## src/rtl/modbus_meter_poll_sequencer_macros.svh

```systemverilog
// Assertion macros for the Modbus meter poll sequencer.
// Define ASSERT_OFF to compile the checks away; no other dependencies.
`ifndef MODBUS_METER_POLL_SEQUENCER_MACROS_SVH
`define MODBUS_METER_POLL_SEQUENCER_MACROS_SVH
`ifndef ASSERT_OFF
`define MMPS_ASSERT_ALWAYS(label, clk, rst, cond) \
  label: assert property (@(posedge clk) disable iff (rst) (cond)) \
    else $error("%m: check failed");
`define MMPS_ASSERT_IMPLY(label, clk, rst, ante, cons) \
  label: assert property (@(posedge clk) disable iff (rst) (ante) |-> (cons)) \
    else $error("%m: check failed");
`define MMPS_ASSERT_NEXT(label, clk, rst, ante, cons) \
  label: assert property (@(posedge clk) disable iff (rst) (ante) |=> (cons)) \
    else $error("%m: check failed");
`else
`define MMPS_ASSERT_ALWAYS(label, clk, rst, cond)
`define MMPS_ASSERT_IMPLY(label, clk, rst, ante, cons)
`define MMPS_ASSERT_NEXT(label, clk, rst, ante, cons)
`endif
`endif

```

## src/rtl/mmps_pkg.sv

```systemverilog
// Shared types, codes and request frames of the Modbus meter poll sequencer.
// No dependencies.
package mmps_pkg;

  localparam int FRAME_DEPTH_DEF = 27;
  localparam int POLL_W          = 18;
  localparam int SEND_W          = 17;
  localparam int LEN_R1          = 27;
  localparam int LEN_SHORT       = 9;
  localparam int MS_PER_S        = 1000;
  localparam int REQ_LEN         = 8;

  localparam logic [7:0]  POLL_INTERVAL_RST = 8'd30;
  localparam logic [15:0] TIMEOUT_RST       = 16'd1000;

  // configuration register indexes
  localparam logic CFG_POLL_INTERVAL = 1'b0;
  localparam logic CFG_TIMEOUT       = 1'b1;

  // input item kinds
  localparam logic REQ_TICK = 1'b0;
  localparam logic REQ_BYTE = 1'b1;

  // result kinds
  localparam logic [1:0] KIND_TX    = 2'd0;
  localparam logic [1:0] KIND_QTY   = 2'd1;
  localparam logic [1:0] KIND_EVENT = 2'd2;

  // event codes
  localparam logic [1:0] EV_DONE    = 2'd0;
  localparam logic [1:0] EV_PARSE   = 2'd1;
  localparam logic [1:0] EV_TIMEOUT = 2'd2;

  // poll phases
  localparam logic [1:0] PH_IDLE    = 2'd0;
  localparam logic [1:0] PH_WAIT_R1 = 2'd1;
  localparam logic [1:0] PH_WAIT_R2 = 2'd2;
  localparam logic [1:0] PH_WAIT_R3 = 2'd3;

  // quantity ids
  localparam logic [2:0] QID_ENERGY = 3'd0;
  localparam logic [2:0] QID_SUPPLY = 3'd1;
  localparam logic [2:0] QID_RETURN = 3'd2;
  localparam logic [2:0] QID_DELTA  = 3'd3;
  localparam logic [2:0] QID_VOLUME = 3'd4;
  localparam logic [2:0] QID_FLOW   = 3'd5;
  localparam logic [2:0] QID_POWER  = 3'd6;

  // request selects and frames
  localparam logic [1:0] REQ_R1 = 2'd0;
  localparam logic [1:0] REQ_R2 = 2'd1;
  localparam logic [1:0] REQ_R3 = 2'd2;
  localparam logic [63:0] R1_FRAME = 64'h0103_0000_000C_45CF;
  localparam logic [63:0] R2_FRAME = 64'h0103_000C_0002_0408;
  localparam logic [63:0] R3_FRAME = 64'h0103_000E_0002_A5C8;

  // response header
  localparam logic [7:0] MB_ADDR         = 8'h01;
  localparam logic [7:0] MB_FUNC         = 8'h03;
  localparam logic [7:0] HDR_R1_COUNT    = 8'h18;
  localparam logic [7:0] HDR_SHORT_COUNT = 8'h04;

  typedef struct packed {
    logic       req_type;
    logic [7:0] rx_byte;
    logic       rx_last;
  } item_t;

  typedef struct packed {
    logic [1:0]  out_kind;
    logic [7:0]  tx_byte;
    logic        tx_end;
    logic [2:0]  quantity_id;
    logic [31:0] quantity_value;
    logic [1:0]  event_code;
    logic [1:0]  event_phase;
    logic        run_last;
  } result_t;

  function automatic logic [7:0] req_byte(input logic [1:0] sel, input logic [2:0] idx);
    logic [63:0] frame;
    case (sel)
      REQ_R1:  frame = R1_FRAME;
      REQ_R2:  frame = R2_FRAME;
      REQ_R3:  frame = R3_FRAME;
      default: frame = R1_FRAME;
    endcase
    return frame[8 * (3'd7 - idx) +: 8];
  endfunction

endpackage

```

## src/rtl/modbus_meter_poll_sequencer.sv

```systemverilog
// Modbus RTU poll sequencer for a heat meter (read holding registers).
// Each item's results pass through the plan registers and then the output register.
// One result per cycle while result_stall is low; an item yields up to 13
// results, drained by the single output register from the result plan.
// Reset (rst, synchronous): idle phase, timers and frame count cleared,
// poll interval 30 s, timeout 1000 ms. Depends on mmps_pkg and the macros.
`include "modbus_meter_poll_sequencer_macros.svh"

module modbus_meter_poll_sequencer #(
  parameter int FRAME_DEPTH = mmps_pkg::FRAME_DEPTH_DEF
) (
  input  logic              clk,
  input  logic              rst,
  // item channel
  input  logic              item_valid,
  output logic              item_stall,
  input  mmps_pkg::item_t   item,
  // result channel
  output logic              result_valid,
  input  logic              result_stall,
  output mmps_pkg::result_t result,
  // configuration writes
  input  logic              cfg_valid,
  output logic              cfg_ready,
  input  logic              cfg_index,
  input  logic [15:0]       cfg_data
);

  import mmps_pkg::*;

  localparam int CNT_W = $clog2(FRAME_DEPTH + 1);
  localparam int IDX_W = $clog2(FRAME_DEPTH);

  // configuration; the poll interval is kept in milliseconds
  logic [POLL_W-1:0] poll_limit_ms;
  logic [15:0]       timeout_lim;

  // poll state
  logic [1:0]        phase, phase_next;
  logic [POLL_W-1:0] since_poll_ms, since_poll_next;
  logic [SEND_W-1:0] since_send_ms, since_send_next;
  logic [CNT_W-1:0]  rx_count, rx_count_next;
  logic [7:0]        frame_store [FRAME_DEPTH];

  // result plan: leading event, quantities, request bytes, trailing event
  logic       plan_pre, plan_post;
  logic [1:0] plan_code, plan_ev_phase;
  logic [2:0] plan_qty, plan_qid;
  logic [3:0] plan_req;
  logic [1:0] plan_sel;

  logic       new_pre, new_post;
  logic [1:0] new_code, new_ev_phase;
  logic [2:0] new_qty, new_qid;
  logic [3:0] new_req;
  logic [1:0] new_sel;

  logic accept, load, pending, last_now, store_we;
  logic [POLL_W-1:0] poll_inc;
  logic [SEND_W-1:0] send_inc;
  logic [CNT_W-1:0]  cnt_inc;
  logic hdr_r1, hdr_short, timed_out, start, phase_a_idle;
  logic [1:0] phase_a;
  logic [31:0] qty_word;
  logic [2:0] req_idx;
  result_t result_next;

  assign cfg_ready = 1'b1;

  // ---------------------------------------------------------------------------
  // Handshake: a new item may transfer in the cycle in which the last result
  // of the previous plan moves into the output register.
  // ---------------------------------------------------------------------------
  assign pending    = plan_pre || (plan_qty != 3'd0) || (plan_req != 4'd0) || plan_post;
  assign load       = pending && (!result_valid || !result_stall);
  assign item_stall = pending && !(load && last_now);
  assign accept     = item_valid && !item_stall;

  // ---------------------------------------------------------------------------
  // Item processing: timers, frame collection, parse decision and new plan.
  // ---------------------------------------------------------------------------
  assign poll_inc = (since_poll_ms == '1) ? since_poll_ms : since_poll_ms + 1'b1;
  assign send_inc = (since_send_ms == '1) ? since_send_ms : since_send_ms + 1'b1;
  assign cnt_inc  = (rx_count < CNT_W'(FRAME_DEPTH)) ? rx_count + 1'b1 : rx_count;

  // a passing frame is at least nine bytes, so the header is already stored
  assign hdr_r1    = (frame_store[0] == MB_ADDR) && (frame_store[1] == MB_FUNC)
                  && (frame_store[2] == HDR_R1_COUNT);
  assign hdr_short = (frame_store[0] == MB_ADDR) && (frame_store[1] == MB_FUNC)
                  && (frame_store[2] == HDR_SHORT_COUNT);

  assign timed_out    = (phase != PH_IDLE) && (send_inc > {1'b0, timeout_lim});
  assign phase_a      = timed_out ? PH_IDLE : phase;
  assign phase_a_idle = (phase_a == PH_IDLE);
  assign start        = phase_a_idle && (poll_inc >= poll_limit_ms);

  always_comb begin
    phase_next      = phase;
    since_poll_next = since_poll_ms;
    since_send_next = since_send_ms;
    rx_count_next   = rx_count;
    store_we        = 1'b0;
    new_pre         = 1'b0;
    new_post        = 1'b0;
    new_code        = EV_DONE;
    new_ev_phase    = PH_IDLE;
    new_qty         = 3'd0;
    new_qid         = QID_ENERGY;
    new_req         = 4'd0;
    new_sel         = REQ_R1;
    if (accept) begin
      if (item.req_type == REQ_TICK) begin
        since_poll_next = start ? '0 : poll_inc;
        since_send_next = start ? '0 : send_inc;
        phase_next      = start ? PH_WAIT_R1 : phase_a;
        // timeout event first, then possibly a fresh R1
        new_pre         = timed_out;
        new_code        = EV_TIMEOUT;
        new_ev_phase    = phase;
        new_req         = start ? 4'(REQ_LEN) : 4'd0;
        new_sel         = REQ_R1;
      end else begin
        store_we      = (rx_count < CNT_W'(FRAME_DEPTH));
        rx_count_next = cnt_inc;
        if (item.rx_last) begin
          rx_count_next = '0;
          new_code      = EV_PARSE;
          new_ev_phase  = phase;
          case (phase)
            PH_WAIT_R1: begin
              if ((cnt_inc >= CNT_W'(LEN_R1)) && hdr_r1) begin
                new_qty         = 3'd5;
                new_qid         = QID_ENERGY;
                new_req         = 4'(REQ_LEN);
                new_sel         = REQ_R2;
                since_send_next = '0;
                phase_next      = PH_WAIT_R2;
              end else begin
                new_pre    = 1'b1;
                phase_next = PH_IDLE;
              end
            end
            PH_WAIT_R2: begin
              if ((cnt_inc >= CNT_W'(LEN_SHORT)) && hdr_short) begin
                new_qty         = 3'd1;
                new_qid         = QID_FLOW;
                new_req         = 4'(REQ_LEN);
                new_sel         = REQ_R3;
                since_send_next = '0;
                phase_next      = PH_WAIT_R3;
              end else begin
                new_pre    = 1'b1;
                phase_next = PH_IDLE;
              end
            end
            PH_WAIT_R3: begin
              if ((cnt_inc >= CNT_W'(LEN_SHORT)) && hdr_short) begin
                new_qty  = 3'd1;
                new_qid  = QID_POWER;
                new_post = 1'b1;
                new_code = EV_DONE;
              end else begin
                new_pre = 1'b1;
              end
              phase_next = PH_IDLE;
            end
            default: begin
              // frame in idle: drop it silently
              phase_next = PH_IDLE;
            end
          endcase
        end
      end
    end
  end

  // ---------------------------------------------------------------------------
  // Result selection from the head of the plan.
  // ---------------------------------------------------------------------------
  always_comb begin
    case (plan_qid)
      QID_ENERGY: qty_word = {frame_store[3],  frame_store[4],  frame_store[5],  frame_store[6]};
      QID_SUPPLY: qty_word = {frame_store[11], frame_store[12], frame_store[13], frame_store[14]};
      QID_RETURN: qty_word = {frame_store[15], frame_store[16], frame_store[17], frame_store[18]};
      QID_DELTA:  qty_word = {frame_store[19], frame_store[20], frame_store[21], frame_store[22]};
      QID_VOLUME: qty_word = {frame_store[23], frame_store[24], frame_store[25], frame_store[26]};
      default:    qty_word = {frame_store[3],  frame_store[4],  frame_store[5],  frame_store[6]};
    endcase
  end

  assign req_idx = 3'(4'(REQ_LEN) - plan_req);

  always_comb begin
    result_next = '0;
    last_now    = 1'b0;
    if (plan_pre) begin
      result_next.out_kind    = KIND_EVENT;
      result_next.event_code  = plan_code;
      result_next.event_phase = plan_ev_phase;
      last_now = (plan_qty == 3'd0) && (plan_req == 4'd0) && !plan_post;
    end else if (plan_qty != 3'd0) begin
      result_next.out_kind       = KIND_QTY;
      result_next.quantity_id    = plan_qid;
      result_next.quantity_value = qty_word;
      last_now = (plan_qty == 3'd1) && (plan_req == 4'd0) && !plan_post;
    end else if (plan_req != 4'd0) begin
      result_next.out_kind = KIND_TX;
      result_next.tx_byte  = req_byte(plan_sel, req_idx);
      result_next.tx_end   = (plan_req == 4'd1);
      last_now = (plan_req == 4'd1) && !plan_post;
    end else begin
      result_next.out_kind    = KIND_EVENT;
      result_next.event_code  = plan_code;
      result_next.event_phase = plan_ev_phase;
      last_now = 1'b1;
    end
    result_next.run_last = last_now;
  end

  // ---------------------------------------------------------------------------
  // Registers
  // ---------------------------------------------------------------------------
  always_ff @(posedge clk) begin
    if (rst) begin
      poll_limit_ms <= POLL_W'(POLL_INTERVAL_RST) * POLL_W'(MS_PER_S);
      timeout_lim   <= TIMEOUT_RST;
    end else if (cfg_valid && cfg_ready) begin
      case (cfg_index)
        CFG_POLL_INTERVAL: poll_limit_ms <= POLL_W'(cfg_data[7:0]) * POLL_W'(MS_PER_S);
        CFG_TIMEOUT:       timeout_lim   <= cfg_data;
        default:           ;
      endcase
    end
  end

  always_ff @(posedge clk) begin
    if (rst) begin
      phase         <= PH_IDLE;
      since_poll_ms <= '0;
      since_send_ms <= '0;
      rx_count      <= '0;
    end else begin
      phase         <= phase_next;
      since_poll_ms <= since_poll_next;
      since_send_ms <= since_send_next;
      rx_count      <= rx_count_next;
    end
  end

  always_ff @(posedge clk) begin
    if (store_we) begin
      frame_store[rx_count[IDX_W-1:0]] <= item.rx_byte;
    end
  end

  // plan: replace on a transfer, else consume the head on each load
  always_ff @(posedge clk) begin
    if (rst) begin
      plan_pre  <= 1'b0;
      plan_post <= 1'b0;
      plan_qty  <= 3'd0;
      plan_req  <= 4'd0;
    end else if (accept) begin
      plan_pre  <= new_pre;
      plan_post <= new_post;
      plan_qty  <= new_qty;
      plan_req  <= new_req;
    end else if (load) begin
      if (plan_pre) begin
        plan_pre <= 1'b0;
      end else if (plan_qty != 3'd0) begin
        plan_qty <= plan_qty - 3'd1;
      end else if (plan_req != 4'd0) begin
        plan_req <= plan_req - 4'd1;
      end else begin
        plan_post <= 1'b0;
      end
    end
  end

  always_ff @(posedge clk) begin
    if (accept) begin
      plan_code     <= new_code;
      plan_ev_phase <= new_ev_phase;
      plan_qid      <= new_qid;
      plan_sel      <= new_sel;
    end else if (load && !plan_pre && (plan_qty != 3'd0)) begin
      plan_qid <= plan_qid + 3'd1;
    end
  end

  // output register
  always_ff @(posedge clk) begin
    if (rst) begin
      result_valid <= 1'b0;
    end else if (load) begin
      result_valid <= 1'b1;
    end else if (!result_stall) begin
      result_valid <= 1'b0;
    end
  end

  always_ff @(posedge clk) begin
    if (load) begin
      result <= result_next;
    end
  end

  // ---------------------------------------------------------------------------
  // Checks
  // ---------------------------------------------------------------------------
  `MMPS_ASSERT_ALWAYS(a_rx_count_bound, clk, rst, rx_count <= CNT_W'(FRAME_DEPTH))
  `MMPS_ASSERT_IMPLY(a_tx_end_last, clk, rst, result_valid && (result.out_kind == KIND_TX) && result.tx_end, result.run_last)
  `MMPS_ASSERT_NEXT(a_run_no_gap, clk, rst, result_valid && !result_stall && !result.run_last, result_valid)

endmodule
```

## config.mk

```make
export PLATFORM = sky130hd
export DESIGN_NAME = modbus_meter_poll_sequencer
export DESIGN_NICKNAME = d
export VERILOG_FILES = /design/src/rtl/mmps_pkg.sv /design/src/rtl/modbus_meter_poll_sequencer.sv
export VERILOG_INCLUDE_DIRS = /design/src /design/src/rtl
export SDC_FILE = /design/constraint.sdc
export NUM_CORES = 1
export LEC_CHECK = 0
export ABC_CLOCK_PERIOD_IN_PS = 9200
export BUFFER_PORTS_ARGS = -buffer_cell sky130_fd_sc_hd__buf_4
export CORE_MARGIN = 2
export CORE_UTILIZATION = 60
export DETAILED_ROUTE_END_ITERATION = 8
export PLACE_DENSITY = 0.76
export SYNTH_ARGS = -nofsm -noshare
export SYNTH_HDL_FRONTEND = slang
export SYNTH_SLANG_ARGS = --single-unit
```

## constraint.sdc

```tcl
create_clock -name clk -period 9.2 [get_ports clk]
set_input_delay 0 -clock clk [delete_from_list [all_inputs] [get_ports clk]]
set_output_delay 0 -clock clk [all_outputs]
set_load 0.005 [all_outputs]
```

==> results by stage <==
Die:
- The placeable core region is 25,100 µm².
- The die span in x is 164 µm.
- The site row count is 58.
- The floorplan die height is 164 µm.
- The initial core utilization is 61.0%.
- The die covers 26,800 µm².
- The I/O pin count is 86.

Critical path:
- The worst stage delay on the critical path is 0.67 ns.
- The worst register-to-register path ends at since_poll_ms[15].
- The category of cells accounting for the largest share of critical-path delay is compound AO/OA/AOI/OAI gates.
- The depth of the worst register-to-register path is 15.
- The worst setup path is captured at a flop.
- For flop-to-flop paths, the worst setup slack is 4.49 ns.
- The worst setup path category is reg -> reg.
- The signal on the critical path passes through ha_1 > nand2_1 > nor3_1 > nand3_1 > nand3_1 > nor2_1 > xor2_1 > ha_1 > a21o_1 > a21o_1 > a2111oi_0 > a221oi_1 > o2bb2ai_2 > and2_4 > a22o_1.
- The total buffers and inverters traversed by the critical path is 0.
- Data on the critical path is required at its endpoint by 9.65 ns.
- The worst register-to-register path begins at since_send_ms[0].
- For the worst setup path, the data arrival time is 5.16 ns.
- The slowest cell on the critical path is o2bb2ai_2.
- The type of origin of the critical path is a flop.
- Of all nets on the critical path, the largest fanout is 26.

Worst hold path:
- The path type of the worst min-delay path is in -> reg.
- The hold path depth is 4.
- The end point of the worst hold path is poll_limit_ms[6].
- The worst hold path startpoint is cfg_valid.

Global routing:
- The via count of the first global-routing pass is 10,150.
- Entering global routing, the biggest net connects 51 pins.
- Global routing used 24.9% of the available tracks across all layers.
- The initial antenna violation count came to 0.
- The first global-routing pass estimated 52.4 mm of wire.
- Global routing finished with a remaining overflow of 0.

Run:
- The count of max-cap constraint violations is 0.

Clocking:
- The deepest clock path buffer count is 3.
- Counting every sink on the clock net gives 326.
- Clock latency on the worst-skew pair, taken at its later pin, is 0.52 ns.
- TritonCTS created 34 clock buffers.
- Buffers added to address setup during post-CTS repair amount to 0.
- The clock slew seen by the registers of the worst setup and hold paths is 0.06 ns.
- In this run the clock root is driven by a clkbuf_16.
- The deepest level of the CTS H-tree is 2.
- TritonCTS built the clock tree.

Yosys:
- The post-synthesis async set-or-reset flop share is 0%.
- The number of flops mapped to enable cells by yosys is 243.
- The post-synthesis instance area is 15,300 µm².
- The mean post-synth cell area is 12.0 µm².
- Counting flops and latches in the post-synthesis netlist gives 326.
- The warning count from the yosys run is 0.
- The synthesized netlist contains 68 unique library cells.
- The net count after synthesis is 1,427.
- The portion of the post-synthesis area used by sequential elements is 58.5%.
- The cell count after synthesis is 1,282.
- Among all flip-flop cells after synthesis, the most frequent one is edfxtp_1.

Final layout:
- In the layout the commonest cells are 243 x edfxtp_1, 130 x nand2_1, 92 x buf_4.
- After filler insertion, the fill cell instance count of the layout stands at 1,756.
- The antenna diode count is 0.
- The number of standard cells in the layout, taps in and fillers out is 1,741.
- The multi-input combinational cells in the finished layout cover a total of 5810 µm².
- The net count of the finished layout is 1,532.
- The post-route netlist has 10.8% of its cells at a drive strength greater than 1.
- The commonest non-fill, non-tap cell in the layout is edfxtp_1.
- In the final layout, flip-flops and latches occupy 8960 µm².
- Compared with the post-synthesis result, the final layout area differs by 14.7%.

Drt:
- The total wire length is 33.1 mm.
- The detailed router finished its first iteration with 1,016 violations.
- The via density per instance is 5.98.
- The residual DRC count is 0.
- Dividing the detail-routed wire length by the instance count gives 19.0 µm.
- The number of search-and-repair iterations in the first detailed-routing pass is 5.
- The overall via count from detail_route is 10,416.
- In this run the remaining antenna-violating nets after routing total 0.

Placement:
- In this run the tool buffered the top-level ports with 83 buffer cells.
- Summed over all nets, the half-perimeter wirelength after detailed placement is 21.4 mm.
- The placer congestion estimate is 0.890.
- The number of cells after detailed placement is 1,645.

STA:
- The count of endpoints failing hold in the final timing report is 0.
- After layout, the worst path uses 51.2% of the clock period.
- The number of pins exceeding their max-slew limit in the final report came to 0.
- Adding up every negative setup slack in the final design gives 0 ns.
- Setup violations remaining at the end of the flow were counted as 0.
- For the finished layout, the period the worst path requires is 4.71 ns.
- Setup repair after global routing left no endpoint under its margin.
- The worst pin sits at a relative slew slack of 29.0%.
- The peak clock frequency supported by timing is 212 MHz.
- The slew at the pin closest to its max-slew limit is 1.06 ns.
- The final setup skew is 0.0181 ns.

Pwr:
- The areal power density over the cells is 275 nW/µm².
- IR analysis of the VDD net gives a maximum drop of 0.000271 V.
- Summed over all cells, the static leakage comes to 6.67 nW.

Outcome:
- The run finished with clean final reports.
## synthesized netlist by cell type (16+ instances only)
master	instances	area share, %
clkbuf_1	42	1.0
nand2_1	130	3.2
o21ai_0	17	0.56
a31oi_1	48	2.0
xnor2_1	21	1.2
a21oi_1	60	2.0
fa_1	22	2.9
nor2_1	66	1.6
dfxtp_1	83	11
nand3_1	36	1.2
a22o_1	25	1.4
edfxtp_1	243	48
inv_1	78	1.9
a22oi_1	66	3.2
xor2_1	18	1.0
nor3_1	21	0.69
nand2b_1	17	0.69
and3_1	16	0.65
ha_1	91	7.4
## through the flow
step / utilization (%) / power, mW / area [µm²] / hold WS [ns] / setup WS [ns]
after CTS: 70.0 / 4.85 / 17600 / 0.0952 / 4.51
after global routing: 70.0 / 5.12 / 17600 / 0.138 / 4.11
after detailed placement: 64.4 / 3.56 / 16200 / 0.231 / 4.54
after global placement: 64.4 / 3.50 / 16200 / 0.231 / 4.73
final: 70.0 / 4.83 / 17600 / 0.115 / 4.49
after floorplan: - / 3.02 / 15300 / 0.0989 / 5.30
## repair_timing
| action | in CTS | in global routing |
|---|---|---|
| hold buffers | 36 | 0 |
| gates resized for setup | 0 | 0 |
| endpoints found under the hold margin | 223 | 0 |
## cell families after synthesis
kind of cell | count (synthesis) | share of synthesized area (%)
XOR/XNOR | 39 | 2.23
AND/OR/NAND/NOR | 369 | 11.9
flip-flops | 326 | 58.5
adder cells (fa/ha/maj) | 113 | 10.3
other | 2 | 0.0490
buffers and inverters | 138 | 3.73
multiplexers | 6 | 0.400
AO/OA/AOI/OAI | 289 | 12.9
## sequential cells by signal (all words and copies together), names as in the netlist, 2 cells and up
register       flops
frame_store      184
result            50
since_poll_ms     18
since_send_ms     17
timeout_lim       16
poll_limit_ms     15
rx_count           5
plan_req           4
plan_qid           3
plan_qty           3
phase              2
plan_code          2
plan_ev_phase      2
plan_sel           2
## power by group
group	switching (mW)	internal [mW]	total, mW
Clock	0.539	0.748	1.29
Combinational	0.958	0.613	1.57
Sequential	0.0881	1.89	1.98
## worst max path at each step
stage / startpoint / to / slack (ns) / cells past startpoint
4_1_cts: since_send_ms[0] / since_send_ms[4] / 4.51 / 15
2_1_floorplan: since_send_ms[8] / since_send_ms[2] / 5.30 / 16
6_report: since_send_ms[0] / since_poll_ms[15] / 4.49 / 15
3_5_place_dp: since_send_ms[0] / since_poll_ms[1] / 4.54 / 15
5_1_grt: since_send_ms[0] / since_send_ms[10] / 4.11 / 15
3_3_place_gp: since_send_ms[0] / since_poll_ms[1] / 4.73 / 15
## area by class of cell
type / count / share of cell area (%)
flip-flops and latches: 326 / 51.0
clock inverters: 10 / 0.527
repair buffers: 128 / 5.98
multi-input cells: 818 / 33.1
inverters: 79 / 1.69
clock buffers: 50 / 5.42
well taps: 330 / 2.35
## layer usage
layer | GRT usage, % | vias to the layer above | routed length [µm]
li1 | - | 4966 | -
met1 | 33.9 | 5055 | 14400
met2 | 42.6 | 334 | 16300
met3 | 3.13 | 61 | 1750
met4 | 6.74 | 0 | 724
met5 | 0 | - | 0
## tightest hold or removal path: cells and delay by family
family / cells / cell delay (ns)
AO/OA/AOI/OAI: 1 / 0.05
buffers and inverters: 1 / 0.12
AND/OR/NAND/NOR: 2 / 0.39
(Power assumes the default switching activity.)
